File: src/rtl/cs_pkg.sv
// cs_pkg: shared types and constants for the comment stripper
// no dependencies

package cs_pkg;

  localparam logic [7:0] CH_SLASH = 8'h2F;
  localparam logic [7:0] CH_STAR  = 8'h2A;
  localparam logic [7:0] CH_NL    = 8'h0A;

  localparam logic [1:0] MODE_CODE  = 2'd0;
  localparam logic [1:0] MODE_LINE  = 2'd1;
  localparam logic [1:0] MODE_BLOCK = 2'd2;

  localparam int CNT_W = 24;
  localparam logic [CNT_W-1:0] CNT_MAX = {CNT_W{1'b1}};

  localparam int QDEPTH = 4;
  localparam int QPTR_W = $clog2(QDEPTH);

  typedef struct packed {
    logic [7:0]       held_byte;
    logic             held_keep;
    logic [7:0]       final_byte;
    logic             final_keep;
    logic             is_last;
    logic [CNT_W-1:0] count;
  } rec_t;

endpackage

File: src/rtl/comment_stripper_top.sv
// comment_stripper_top: strips line and block comments from a byte stream
// depends on cs_pkg, cs_front, cs_fifo, cs_back
//
// channel   handshake        payload
// input     push / full      in_byte, is_last
// result    empty / pop      out_byte, byte_valid, stream_end, kept_count, run_last
//
// one byte accepted per cycle while the four-entry record queue has room; the
// front judges the held byte in the accept cycle and queues at most one record per byte
// the back emits one result per cycle from the queue head while the receiver pops, so a final byte
// that also releases a held byte yields two results
// a result passes through the record queue and the output register before it is on the ports
// input stalls only while the record queue is full; rst clears the control state, not queue storage or result data

module comment_stripper_top import cs_pkg::*; (
  input  logic             clk,
  input  logic             rst,
  input  logic             push,
  output logic             full,
  input  logic [7:0]       in_byte,
  input  logic             is_last,
  output logic             empty,
  input  logic             pop,
  output logic [7:0]       out_byte,
  output logic             byte_valid,
  output logic             stream_end,
  output logic [CNT_W-1:0] kept_count,
  output logic             run_last
);

  logic q_push;
  logic q_pop;
  logic q_nonempty;
  rec_t q_wr_rec;
  rec_t q_rd_rec;

  cs_front u_front (
    .clk     (clk),
    .rst     (rst),
    .push    (push),
    .in_byte (in_byte),
    .is_last (is_last),
    .q_full  (full),
    .q_push  (q_push),
    .q_rec   (q_wr_rec)
  );

  cs_fifo u_fifo (
    .clk      (clk),
    .rst      (rst),
    .wr       (q_push),
    .wr_rec   (q_wr_rec),
    .full     (full),
    .rd       (q_pop),
    .rd_rec   (q_rd_rec),
    .nonempty (q_nonempty)
  );

  cs_back u_back (
    .clk        (clk),
    .rst        (rst),
    .q_nonempty (q_nonempty),
    .q_rec      (q_rd_rec),
    .q_pop      (q_pop),
    .empty      (empty),
    .pop        (pop),
    .out_byte   (out_byte),
    .byte_valid (byte_valid),
    .stream_end (stream_end),
    .kept_count (kept_count),
    .run_last   (run_last)
  );

  a_end_is_run_last: assert property (@(posedge clk) disable iff (rst)
    (!empty && stream_end) |-> run_last)
    else $error("closing item not marked as run last");

  a_mid_is_kept: assert property (@(posedge clk) disable iff (rst)
    (!empty && !stream_end) |-> byte_valid)
    else $error("non-closing item without a kept byte");

  a_drop_zero: assert property (@(posedge clk) disable iff (rst)
    (!empty && !byte_valid) |-> (out_byte == 8'h00))
    else $error("dropped byte not zeroed");

  a_count_zero: assert property (@(posedge clk) disable iff (rst)
    (!empty && !stream_end) |-> (kept_count == '0))
    else $error("count shown outside closing item");

endmodule

File: src/rtl/cs_front.sv
// cs_front: accepts text bytes, judges the held byte and tracks comment mode
// depends on cs_pkg

module cs_front import cs_pkg::*; (
  input  logic       clk,
  input  logic       rst,
  input  logic       push,
  input  logic [7:0] in_byte,
  input  logic       is_last,
  input  logic       q_full,
  output logic       q_push,
  output rec_t       q_rec
);

  logic [7:0]       held_byte;
  logic             held_valid;
  logic [7:0]       byte_before_held;
  logic             before_valid;
  logic [1:0]       comment_mode;
  logic [CNT_W-1:0] kept_total;

  logic             accept;
  logic [1:0]       m1, m2, m3, m4;
  logic             keep_h, keep_f;
  logic [1:0]       mode_after;
  logic [CNT_W-1:0] cnt1, cnt2;

  assign accept = push & ~q_full;

  always_comb begin
    m1 = comment_mode;
    if (comment_mode == MODE_CODE && held_byte == CH_SLASH && in_byte == CH_SLASH) begin
      m1 = MODE_LINE;
    end
    m2 = m1;
    if (m1 == MODE_CODE && held_byte == CH_SLASH && in_byte == CH_STAR) begin
      m2 = MODE_BLOCK;
    end
    keep_h = held_valid && (m2 == MODE_CODE || held_byte == CH_NL);
    m3 = m2;
    if (before_valid && m2 == MODE_BLOCK && byte_before_held == CH_STAR &&
        held_byte == CH_SLASH) begin
      m3 = MODE_CODE;
    end
    m4 = m3;
    if (m3 == MODE_LINE && held_byte == CH_NL) begin
      m4 = MODE_CODE;
    end
    mode_after = held_valid ? m4 : comment_mode;
    keep_f     = (mode_after == MODE_CODE);
    cnt1 = (keep_h && kept_total != CNT_MAX) ? kept_total + 1'b1 : kept_total;
    cnt2 = (keep_f && cnt1 != CNT_MAX) ? cnt1 + 1'b1 : cnt1;
  end

  assign q_push = accept & (is_last | keep_h);

  always_comb begin
    q_rec.held_byte  = held_byte;
    q_rec.held_keep  = keep_h;
    q_rec.final_byte = in_byte;
    q_rec.final_keep = keep_f;
    q_rec.is_last    = is_last;
    q_rec.count      = cnt2;
  end

  always_ff @(posedge clk) begin
    if (rst) begin
      held_byte        <= '0;
      held_valid       <= 1'b0;
      byte_before_held <= '0;
      before_valid     <= 1'b0;
      comment_mode     <= MODE_CODE;
      kept_total       <= '0;
    end else if (accept) begin
      if (is_last) begin
        held_byte        <= '0;
        held_valid       <= 1'b0;
        byte_before_held <= '0;
        before_valid     <= 1'b0;
        comment_mode     <= MODE_CODE;
        kept_total       <= '0;
      end else begin
        if (held_valid) begin
          byte_before_held <= held_byte;
          before_valid     <= 1'b1;
        end
        held_byte    <= in_byte;
        held_valid   <= 1'b1;
        comment_mode <= mode_after;
        kept_total   <= cnt1;
      end
    end
  end

endmodule

File: src/rtl/cs_fifo.sv
// cs_fifo: short record queue between the front and back parts
// depends on cs_pkg

module cs_fifo import cs_pkg::*; (
  input  logic clk,
  input  logic rst,
  input  logic wr,
  input  rec_t wr_rec,
  output logic full,
  input  logic rd,
  output rec_t rd_rec,
  output logic nonempty
);

  rec_t              mem [QDEPTH];
  logic [QPTR_W-1:0] wptr;
  logic [QPTR_W-1:0] rptr;
  logic [QPTR_W:0]   count;
  logic              do_wr, do_rd;

  assign full     = (count == (QPTR_W + 1)'(QDEPTH));
  assign nonempty = (count != '0);
  assign do_wr    = wr & ~full;
  assign do_rd    = rd & nonempty;
  assign rd_rec   = mem[rptr];

  always_ff @(posedge clk) begin
    if (do_wr) begin
      mem[wptr] <= wr_rec;
    end
  end

  always_ff @(posedge clk) begin
    if (rst) begin
      wptr  <= '0;
      rptr  <= '0;
      count <= '0;
    end else begin
      if (do_wr) begin
        wptr <= wptr + 1'b1;
      end
      if (do_rd) begin
        rptr <= rptr + 1'b1;
      end
      unique case ({do_wr, do_rd})
        2'b10:   count <= count + 1'b1;
        2'b01:   count <= count - 1'b1;
        default: count <= count;
      endcase
    end
  end

endmodule

File: src/rtl/cs_back.sv
// cs_back: expands queued records into result items behind an output register
// depends on cs_pkg

module cs_back import cs_pkg::*; (
  input  logic             clk,
  input  logic             rst,
  input  logic             q_nonempty,
  input  rec_t             q_rec,
  output logic             q_pop,
  output logic             empty,
  input  logic             pop,
  output logic [7:0]       out_byte,
  output logic             byte_valid,
  output logic             stream_end,
  output logic [CNT_W-1:0] kept_count,
  output logic             run_last
);

  logic ovalid;
  logic phase;
  logic load;
  logic emit_held;

  assign empty     = ~ovalid;
  assign load      = q_nonempty & (~ovalid | pop);
  assign emit_held = q_rec.held_keep & ~phase;
  assign q_pop     = load & (~emit_held | ~q_rec.is_last);

  always_ff @(posedge clk) begin
    if (rst) begin
      ovalid <= 1'b0;
      phase  <= 1'b0;
    end else begin
      if (load) begin
        ovalid <= 1'b1;
        phase  <= emit_held & q_rec.is_last;
      end else if (pop) begin
        ovalid <= 1'b0;
      end
    end
  end

  always_ff @(posedge clk) begin
    if (load) begin
      if (emit_held) begin
        out_byte   <= q_rec.held_byte;
        byte_valid <= 1'b1;
        stream_end <= 1'b0;
        kept_count <= '0;
        run_last   <= ~q_rec.is_last;
      end else begin
        out_byte   <= q_rec.final_keep ? q_rec.final_byte : 8'h00;
        byte_valid <= q_rec.final_keep;
        stream_end <= 1'b1;
        kept_count <= q_rec.count;
        run_last   <= 1'b1;
      end
    end
  end

endmodule

File: config.mk
export PLATFORM = sky130hd
export DESIGN_NAME = comment_stripper_top
export DESIGN_NICKNAME = d
export VERILOG_FILES = /design/src/rtl/cs_pkg.sv /design/src/rtl/comment_stripper_top.sv /design/src/rtl/cs_front.sv /design/src/rtl/cs_fifo.sv /design/src/rtl/cs_back.sv
export SDC_FILE = /design/constraint.sdc
export NUM_CORES = 1
export LEC_CHECK = 0
export BUFFER_PORTS_ARGS = -buffer_cell sky130_fd_sc_hd__buf_2
export CELL_PAD_IN_SITES_DETAIL_PLACEMENT = 0
export CELL_PAD_IN_SITES_GLOBAL_PLACEMENT = 1
export CORE_AREA = 10 10 161 163
export CTS_CLUSTER_DIAMETER = 100
export DETAILED_ROUTE_END_ITERATION = 16
export DIE_AREA = 0 0 171 173
export GPL_ROUTABILITY_DRIVEN = 0
export HOLD_SLACK_MARGIN = 0.05
export PLACE_DENSITY = 0.79
export SKIP_LAST_GASP = 1
export SLEW_MARGIN = 20
export SYNTH_ARGS = -nofsm -noshare
export SYNTH_HDL_FRONTEND = slang
export SYNTH_SLANG_ARGS = --single-unit
File: constraint.sdc
create_clock -name clk -period 4.8 [get_ports clk]
set_clock_uncertainty 0.2 [all_clocks]
set_input_delay 0.24 -clock clk [delete_from_list [all_inputs] [get_ports clk]]
set_output_delay 0.24 -clock clk [all_outputs]
set_load 0.02 [all_outputs]
* Word level (Yosys, flattened, before mapping)
Memory sizes are Yosys's and may differ from the RTL's. A register that Yosys moved wholly into a read port is not among the register bits.
Index checks and enable logic that the tools add are counted.
** Word-level totals
- Register bits after elaboration :: 88
- Bits in writable memories :: 172
- Memories kept :: 1
** Memories
- u_fifo.mem :: words 4, bits a word 43, read ports 1, clocked after Yosys merged registers in 1, wr ports 1, RTL line cs_fifo.sv:15 : rec_t mem [QDEPTH];
** Operators by class
- Add/sub/neg operators :: 6
- Eq/ne operators :: 12
- Mux-type cells :: 25
- Bitwise operators :: 16
- Reductions and logical operators :: 21
** Operators with widths (count)
- two-way mux 24 bit :: 3
- adder 24 x 1 -> 24 bit, second input constant :: 2
- inequality test 24 bit, second input constant :: 2
- two-way mux 8 bit :: 5
- equality test 8 x 6 -> 1 bit, second input constant :: 4
- two-way mux 2 bit :: 8
- logical AND 1 bit :: 11
- bitwise AND 1 bit :: 8
- equality test 8 x 4 -> 1 bit, second input constant :: 1
- logical NOT 2 bit :: 4
- two-way mux 1 bit :: 8
- case mux 3 bit (2 select lines) :: 1
- nonzero test 2 bit :: 3
- inverter 1 bit :: 5
- adder 2 x 1 -> 2 bit, second input constant :: 2
- equality test 2 x 1 -> 1 bit, second input constant :: 2
- equality test 2 bit, second input constant :: 2
- adder 3 x 1 -> 3 bit, second input constant :: 1
- equality test 3 bit, second input constant :: 1
- OR 1 bit :: 3
- nonzero test 3 bit :: 1
- subtractor 3 x 1 -> 3 bit, second input constant :: 1
- AND reduction 2 bit :: 1
- logical OR 1 bit :: 1

* Longest topological paths before layout
Gate-level depths: netlist of the first run.
- Depth after elaboration :: 20
- Gate-level depth with buffers :: 14
- Gate-level depth less buffers :: 13

* By module
Synthesis of the first run repeated with hierarchy kept, for this count alone.
** Unflattened totals
- Cell total of the unflattened synthesis :: 844
- Area total of the unflattened synthesis :: 11662.4 um^2
** Modules (own cells, without submodules)
- cs_fifo :: instances 1, cells each 277, area each 6735.2 um^2, seq. area each 5345.1 um^2
- cs_front :: instances 1, cells each 463, area each 3440.8 um^2, seq. area each 880.8 um^2
- cs_back :: instances 1, cells each 104, area each 1486.4 um^2, seq. area each 1091.0 um^2

* Worst setup path after synthesis of the first run
No wires, ideal clock.
- Kind :: register to register
- Start point :: register u_fifo.count[0]
- End point :: register u_fifo.count[2]
- Arrival :: 3796 ps
- Required time :: 4530 ps
- Setup slack :: 733 ps
- Stages on the path, launching flop included :: 10
- Path through :: dfxtp_1 > nor3_1 > a21oi_1 > nor2b_1 > ha_1 > inv_1 > fa_1 > xor2_1 > or3_1 > a21oi_1
** On the way
- Elaborated cells on any way between the ends :: 15
- Those cells by class :: add/sub: 2; eq/ne: 3; mux: 1; bitwise: 7; reduce/logical: 2
** RTL lines
- from (decl) :: RTL line cs_fifo.sv:18 : logic [QPTR_W:0] count;
- from (signal assigned) :: RTL line cs_fifo.sv:46 : 2'b10: count <= count + 1'b1;
- from (signal assigned) :: RTL line cs_fifo.sv:47 : 2'b01: count <= count - 1'b1;
- from (signal assigned) :: RTL line cs_fifo.sv:48 : default: count <= count;
- nonzero test 3 bit * :: RTL line cs_fifo.sv:22 : assign nonempty = (count != '0);
- bitwise AND 1 bit * :: RTL line cs_back.sv:25 : assign load = q_nonempty & (~ovalid | pop);
- net u_back.load :: RTL line cs_back.sv:21 : logic load;
- bitwise AND 1 bit * :: RTL line cs_back.sv:27 : assign q_pop = load & (~emit_held | ~q_rec.is_last);
- bitwise AND 1 bit * :: RTL line cs_fifo.sv:24 : assign do_rd = rd & nonempty;
- net u_fifo.do_rd :: RTL line cs_fifo.sv:19 : logic do_wr, do_rd;
- equality test 2 x 1 -> 1 bit / equality test 2 bit (equally long branches) :: RTL line cs_fifo.sv:45 : unique case ({do_wr, do_rd})
- case mux 3 bit (2 select lines) / nonzero test 2 bit (equally long branches)
Mark *: on every way through the listed nets, which the timed path passes. The rest lies on a longest branch.
A chain may end at the register's enable or synchronous reset.

==> flow_metrics.tcl, run 1 <==
set metrics [dict create \
    num_rows 55 \
    clock.fmax_mhz 234 \
    cts_setup_buffers 0 \
    synth_top_area_share_pct 54.9 \
    fp.dieH_um 173 \
    antenna_found_initial 0 \
    fin_nets 903 \
    p_per_area_mw_per_mm2 482 \
    initial_core_util_pct 50.2 \
    finalHoldViolCount 0 \
    netlist_area_mm2 0.0113 \
    num_io_pins 50 \
    initialDrtViolationCount 691 \
    die-width_um 171 \
    layout.cells.non_filler 1189 \
    cp.arrival_ps 4350 \
    outcome "finished clean" \
    yosys.area.top_type "edfxtp_1" \
    worst-r2r-setup-slack_ps 530 \
    syn_inst 824 \
    syn_avg_cell_area_um2 13.8 \
    seq_area_frac_synth_pct 64.6 \
    end_kind "register" \
    clk_latency_ps 540 \
    cts_tree "yes" \
    grt_max_degree 55 \
    routed_via_density 6.03 \
    ys_ff_latch 262 \
    die_area_mm2 0.0296 \
    syn_nets 844 \
    grt_pass1_vias 7329 \
    root_buffer "clkbuf_16" \
    core_area_mm2 0.0226 \
    ant_nets 0 \
    area_growth_pct 14.1 \
    fillCellCount 1791 \
    drcViolationCount 0 \
    finalMaxSlewViolations 0 \
    firstDrtPassIters 5 \
    drive_above_1_share_pct 18.9 \
    worst_pin_slew_ps 1070 \
    post-route-period-util_pct 88.9 \
    cts.htree.levels 1 \
    ys_types 71 \
    hold_class "in2reg" \
    placed_cells 1129 \
    synthFlopType "edfxtp_1" \
    track_usage_pct 16.7 \
    crit_type "reg2reg" \
    async_flop_share_pct 0 \
    postRouteWirelength_um 24900 \
    setup_viol 0 \
    cts.clk_slew.worst_paths_ps 60 \
    setup_tns_ps 0 \
    antenna-diode-count 0 \
    port_buffers 49 \
    dp_hpwl_um 15700 \
    cts_made_buffers 27 \
    cp_data_required_time_ps 4880 \
    grt_overflow 0 \
    grt_setup_unrepaired "no" \
    vias 7172 \
    max-clock-path-buffers 3 \
    maxCapViolCount 0 \
    crit_fanout 13 \
    synth_area_leaders "edfxtp_1, dfxtp_1, mux4_2" \
    relSlewSlack_pct 28.4 \
    synth_edf_count 207 \
    yosys_warnings 0 \
    ir_drop_mv 0.324 \
    min_period_ps 4270 \
    cts.sinks 262 \
    p_leak_nw 4.25 \
    wl_per_cell_um 20.9 \
    start_kind "register" \
    grt_pass1_wl_um 39700 \
]
[timing repair]
action	in CTS	in global routing
resized for setup	0	1
setup endpoints to repair	0	4
hold buffers	10	0
endpoints found under the hold margin	43	0
[state kept, by name, summed over array words and instances (netlist names), 3 cells and up, named ones only]
| register | cells |
|---|---|
| u_fifo.count | 3 |
| u_front.held_byte | 8 |
| u_front.byte_before_held | 8 |
| u_back.out_byte | 8 |
| u_fifo.mem | 172 |
| u_back.kept_count | 24 |
| u_front.kept_total | 24 |
[layout make-up]
type | instances | area, µm² | area share [%]
Clock buffer | 37 | 743 | 5.75
Clock inverter | 13 | 118 | 0.910
Inverter | 16 | 60.1 | 0.465
Multi-Input combinational cell | 497 | 3780 | 29.3
Sequential cell | 262 | 7320 | 56.6
Tap cell | 285 | 357 | 2.76
Timing Repair Buffer | 79 | 546 | 4.22
[cells in the final DEF (no fill, tap or decap), types with 15 or more instances in the layout]
master,count
a21oi_1,38
a22oi_1,19
buf_2,49
buf_4,16
clkbuf_16,27
dfxtp_1,53
edfxtp_1,207
inv_1,15
mux4_2,42
nand2_1,46
nand3_1,16
nor2_1,70
nor2b_1,28
nor3_1,16
o21ai_0,27
xnor2_1,24
[worst max-delay path: stages (launching register included)]
cell and delay (ps):
dfxtp_1 560, ha_1 360, nand3_1 180, or4_1 590, a2111oi_4 400, xor2_2 300, o21ai_2 150, nor4b_4 300
buf_4 200, nand4_1 120, a31o_1 250, a211oi_1 390
[where the power goes]
group	internal, mW	total (mW)	switching (mW)
clock network	1.19	2.01	0.823
logic	0.486	1.30	0.810
registers	2.82	2.92	0.103
total	4.49	6.23	1.74
[cells by family (layout without fill, tap and decap cells)]
family,count (synthesis),after routing,synth area share [%]
buffers and inverters,65,145,2.25
AO/OA/AOI/OAI,128,128,7.43
XOR/XNOR,35,35,2.77
flip-flops,262,262,64.6
AND/OR/NAND/NOR,279,279,13.2
multiplexers,48,48,8.89
adder cells (fa/ha/maj),7,7,0.839
[synth_stat cells (2+ instances only)]
| master | count |
|---|---|
| xor2_1 | 10 |
| mux4_2 | 42 |
| nand3b_1 | 8 |
| buf_2 | 9 |
| nor4b_1 | 3 |
| nor3b_1 | 3 |
| o22ai_1 | 2 |
| nand2b_1 | 11 |
| nand2_1 | 46 |
| a211oi_1 | 6 |
| o31a_1 | 4 |
| a311oi_1 | 2 |
| buf_1 | 6 |
| nand4_1 | 13 |
| a31oi_1 | 4 |
| o21ai_0 | 27 |
| inv_1 | 15 |
| edfxtp_1 | 207 |
| and3_1 | 8 |
| or2_2 | 4 |
| and2_1 | 12 |
| nor2b_1 | 29 |
| nor2_1 | 70 |
| dfxtp_1 | 55 |
| a22oi_1 | 19 |
| or3_1 | 7 |
| nor3_1 | 16 |
| or4_1 | 2 |
| or2_1 | 3 |
| clkbuf_1 | 34 |
| a21oi_1 | 39 |
| nor4_1 | 12 |
| and4_1 | 4 |
| o211ai_1 | 3 |
| nand3_1 | 16 |
| mux2i_1 | 5 |
| ha_1 | 6 |
| nand4b_1 | 5 |
| xnor2_1 | 24 |
| o21ai_1 | 2 |
[metal layers]
layer / part of all wire (%) / wire length (µm) / GRT usage (%) / up-vias
li1: - / - / - / 3258
met1: 43 / 10600 / 22.3 / 3636
met2: 49 / 12200 / 27.4 / 233
met3: 5.8 / 1450 / 2.73 / 45
met4: 2.2 / 553 / 4.89 / 0
met5: 0 / 0 / 0 / -
[path summary, 6_finish.rpt]
check	startpoint	end	depth (start not counted)
worst max-delay path	u_front.kept_total[0]	u_fifo.mem[2][3]	11
worst min-delay path	push	u_front.held_byte[3]	5
worst max register to register	u_front.kept_total[0]	u_fifo.mem[2][3]	11
worst min register to register	u_back.ovalid	u_back.ovalid	2
[per-stage QoR]
stage / setup slack (ps) / area, µm² / hold WS (ps) / utilization [%] / total power, mW
floorplan: 733 / 11300 / 139 / - / 3.83
global placement: 724 / 12000 / 278 / 53.0 / 4.24
detailed placement: 463 / 12000 / 300 / 53.0 / 4.29
CTS: 442 / 12900 / 84.4 / 57.2 / 6.31
global route: 143 / 12900 / 134 / 57.3 / 6.52
finish: 534 / 12900 / 121 / 57.3 / 6.23
Power figures use the tool's default switching activity.
==> inputs of run 2 (changes only) <==
CORE_AREA = 10 10 154 170   (was 10 10 161 163)
DIE_AREA = 0 0 164 180   (was 0 0 171 173)
==> flow_metrics.tcl, run 2 (same netlist as run 1, synthesis figures left out) <==
set metrics [dict create \
    outcome "finished clean" \
    num_rows 58 \
    grt_overflow 0 \
    mostFrequentLayoutCell "edfxtp_1" \
    ant_nets 0 \
    internal_power_mw 4.63 \
    die-width_um 164 \
    hold_class "in2reg" \
    crit_fanout 13 \
    area_growth_pct 14.5 \
    post-route-period-util_pct 90.5 \
    comb_power_share_pct 20.1 \
    port_buffers 49 \
    postPlaceCellArea_mm2 0.0119 \
    top_register "u_fifo.mem" \
    cp_data_required_time_ps 4870 \
    num_io_pins 50 \
    min_period_ps 4340 \
    relSlewSlack_pct 30.0 \
    cts.sinks 262 \
    initialDrtViolationCount 617 \
    antenna_found_initial 0 \
    cp.arrival_ps 4410 \
    p_per_area_mw_per_mm2 490 \
    finalMaxSlewViolations 0 \
    crit_type "reg2reg" \
    routed_via_density 5.85 \
    finalHoldViolCount 0 \
    p_leak_nw 4.26 \
    dpl_worst_slack_ps 384 \
    maxCapViolCount 0 \
    largest_register_ffs 172 \
    start_kind "register" \
    grt_max_degree 55 \
    core_area_mm2 0.0226 \
    switching_share_pct 27.2 \
    cts_made_buffers 26 \
    track_usage_pct 16.4 \
    grt_pass1_wl_um 39000 \
    design_area_mm2 0.0130 \
    grt.met2_usage_pct 28.3 \
    grt_setup_unrepaired "no" \
    clock.fmax_mhz 230 \
    cts_setup_buffers 0 \
    antenna-diode-count 0 \
    vias 7022 \
    max-clock-path-buffers 3 \
    ir_drop_mv 0.284 \
    final.setup.worst_slack_ps 457 \
    root_buffer "clkbuf_16" \
    cts.htree.levels 1 \
    cts.clk_slew.worst_paths_ps 60 \
    drive_above_1_share_pct 19.7 \
    reg.largest.list "u_fifo.mem (172), u_back.kept_count (24), u_front.kept_total (24)" \
    setup_viol 0 \
    dp_hpwl_um 15600 \
    power_switching_mw 1.73 \
    clk_latency_ps 520 \
    fin_nets 900 \
    sequentialPowerShare_pct 46.0 \
    fp.dieH_um 180 \
    grt_use_met1_pct 20.7 \
    firstDrtPassIters 5 \
    cts_tree "yes" \
    busiest_layer "met2" \
    wl_per_cell_um 20.3 \
    initial_core_util_pct 50.0 \
    postRouteWirelength_um 24400 \
    end_kind "register" \
    setup_tns_ps 0 \
    grt_pass1_vias 7294 \
    die_area_mm2 0.0295 \
    grt_use_met3_pct 2.56 \
    worst_pin_slew_ps 1050 \
    power.share.clock_pct 33.8 \
    drcViolationCount 0 \
    final_cell_mix "edfxtp_1, nor2_1, dfxtp_1" \
]
## run 2: routing by layer
metal  share of wire [%]  vias up
met4                 2.1        0
met2                  51      223
met5                   0        -
li1                    -     3253
met1                  42     3508
met3                 5.7       38
## run 2: critical path: stages (launching register included)
cell,delay (ps)
dfxtp_1,570
ha_1,350
nand3_1,180
or4_1,600
a2111oi_4,420
xor2_2,290
o21ai_2,150
nor4b_4,330
a41oi_1,370
and3_1,300
a211oi_1,350
## run 2: power by group through the flow
stage / Sequential (mW) / Combinational [mW] / Clock, mW
after floorplan: 3.15 / 0.688 / 0
after global placement: 2.96 / 1.28 / 0
after detailed placement: 2.98 / 1.31 / 0
after CTS: 2.93 / 1.32 / 2.19
after global routing: 2.96 / 1.40 / 2.28
final: 2.93 / 1.28 / 2.15
## run 2: repair_timing
item,CTS,global route
hold buffers,9,0
endpoints found under the hold margin,41,0
setup endpoints to repair,0,16
gates resized for setup,0,1
## run 2: cell type report
class | count | area, µm²
clock buffer | 32 | 714
fill | 1780 | 9670
sequential | 262 | 7320
tap | 300 | 375
multi-input combinational | 497 | 3780
inverter | 16 | 60.1
timing repair buffer | 77 | 503
clock inverter | 16 | 218
## run 2: path summary, 6_finish.rpt
| check | from | endpoint | slack [ps] | depth (start not counted) |
|---|---|---|---|---|
| min reg2reg | u_front.kept_total[19] | u_front.kept_total[19] | 310 | 2 |
| max reg2reg | u_front.kept_total[0] | u_fifo.mem[1][3] | 460 | 10 |
| min | is_last | u_fifo.mem[2][24] | 90 | 1 |
| max | u_front.kept_total[0] | u_fifo.mem[1][3] | 460 | 10 |
## run 2: through the flow
stage	power (mW)	cells	utilization, %	hold WS, ps
floorplan	3.83	824	-	139
global placement	4.24	1143	52.8	279
detailed placement	4.28	1143	52.8	292
CTS	6.44	1200	57.3	63.9
global route	6.64	1200	57.3	86.5
finish	6.36	1200	57.3	88.5
==> inputs of run 3 (changes only) <==
REMOVE_ABC_BUFFERS = 1   (was unset)
==> flow_metrics.tcl, run 3 (same netlist as run 1, synthesis figures left out) <==
set metrics [dict create \
    finalMaxSlewViolations 0 \
    fp.dieH_um 180 \
    path_common_cell "xnor2_1" \
    end_kind "register" \
    initialDrtViolationCount 575 \
    cts_made_buffers 25 \
    routed_via_density 5.90 \
    cts_tree "yes" \
    grt_setup_unrepaired "no" \
    max_stage_delay_ps 560 \
    firstDrtPassIters 5 \
    min_from "push" \
    die_area_mm2 0.0295 \
    largest_register_ffs 172 \
    worstRegToRegCells 11 \
    hold_class "in2reg" \
    num_rows 58 \
    track_usage_pct 16.7 \
    postRouteWirelength_um 24500 \
    num_io_pins 50 \
    min_period_ps 4270 \
    initial_core_util_pct 50.0 \
    port_buffers 49 \
    r2r_end "u_fifo.mem[2][21]" \
    crit_type "reg2reg" \
    vias 7096 \
    crit_family "simple AND/OR/NAND/NOR gates" \
    drive_above_1_share_pct 19.3 \
    final_cell_mix "edfxtp_1, nor2_1, dfxtp_1" \
    p_leak_nw 4.22 \
    final_util_pct 56.7 \
    grt_pass1_vias 7248 \
    ir_drop_mv 0.285 \
    ant_nets 0 \
    cp.arrival_ps 4400 \
    grt_pass1_wl_um 39700 \
    cts.clk_slew.worst_paths_ps 60 \
    holdPathEnd "u_front.held_byte[2]" \
    crit_chain "ha_1 -> and3_1 -> nand4_1 -> nor2_2 -> nor3_1 -> xnor2_1 -> and4b_1 -> a2111oi_1 -> buf_4 -> nand3_1 -> xnor2_1" \
    worst_pin_slew_ps 1070 \
    post-route-period-util_pct 88.9 \
    dp_hpwl_um 15600 \
    crit_fanout 15 \
    clk_latency_ps 540 \
    core_area_mm2 0.0226 \
    mostFrequentLayoutCell "edfxtp_1" \
    fin_nets 903 \
    fillCellCount 1826 \
    root_buffer "clkbuf_16" \
    cts.sinks 262 \
    setup_viol 0 \
    maxCapViolCount 0 \
    outcome "finished clean" \
    hold-path-cell-count 5 \
    r2r_start "u_front.kept_total[0]" \
    clock.fmax_mhz 234 \
    holdWs_ps 103 \
    p_per_area_mw_per_mm2 473 \
    worst-r2r-setup-slack_ps 530 \
    slowest_stage "dfxtp_1" \
    grt_max_degree 55 \
    reg.largest.list "u_fifo.mem (172), u_back.kept_count (24), u_front.kept_total (24)" \
    top_register "u_fifo.mem" \
    cts.htree.levels 1 \
    start_kind "register" \
    antenna_found_initial 0 \
    die-width_um 164 \
    wl_per_cell_um 20.4 \
    finalHoldViolCount 0 \
    relSlewSlack_pct 28.3 \
    area_growth_pct 13.3 \
    cp_data_required_time_ps 4930 \
    path_buf_inv 1 \
    drcViolationCount 0 \
    grt_overflow 0 \
    max-clock-path-buffers 3 \
]
-- run 3: cell types whose count changed in the layout (fill, tap and decap cells not counted), sizes merged --
cell	before	now
buf	68	71
bufinv	5	1
clkbuf	32	31
clkinv	5	11
clkinvlp	5	1
diode	0	1
dlygate4sd3	9	10
inv	17	18
-- run 3: final cells by class --
cell class / count / area [µm²] / share of cell area [%]
Clock buffer: 31 / 668 / 5.20
Tap cell: 300 / 375 / 2.92
Inverter: 16 / 60.1 / 0.468
Clock inverter: 15 / 120 / 0.936
Timing Repair Buffer: 81 / 510 / 3.98
Antenna cell: 1 / 2.50 / 0.0195
Sequential cell: 262 / 7320 / 57.0
Multi-Input combinational cell: 497 / 3780 / 29.5
-- run 3: per-layer routing --
metal	global-route usage, %	vias up	part of all wire (%)
met5	0	-	0
met4	4.29	0	1.7
met3	2.61	31	6.6
met2	28.0	264	50
met1	22.1	3540	42
li1	-	3261	-
-- run 3: per-stage QoR --
stage                     setup TNS (ps)  power [mW]  area, µm²  instances  setup WS, ps
after floorplan                    -1000        3.82      11100        775          -473
after global placement                 0        4.23      11900       1146           792
after detailed placement               0        4.27      11900       1146           547
after CTS                              0        6.15      12800       1202           564
after global routing                   0        6.37      12800       1202           144
final                                  0        6.08      12800       1203           530
-- run 3: worst max path at each step --
stage,from,endpoint,cells after the start
floorplan,register,u_fifo.count[2],10
global placement,u_front.kept_total[0],u_fifo.mem[0][21],12
detailed placement,u_front.kept_total[0],u_fifo.mem[3][3],11
CTS,u_front.kept_total[0],u_fifo.mem[1][3],11
global route,u_front.kept_total[0],u_fifo.mem[3][3],11
finish,u_front.kept_total[0],u_fifo.mem[2][21],11
-- run 3: worst min-delay path: stages --
cell,delay [ps]
buf_2,80
nand2b_1,50
buf_4,240
nand2_1,110
a21oi_1,50
-- run 3: timing repair --
item / CTS / global route
buffers inserted: 0 / 0
resized for setup: 0 / 0
hold buffers: 10 / 0
endpoints found under the hold margin: 45 / 0
-- run 3: power by group --
part	switching [mW]	internal, mW	leakage [nW]
Combinational	0.793	0.485	1.45
Sequential	0.106	2.81	2.38
Clock	0.829	1.05	0.390
Total	1.73	4.35	4.22
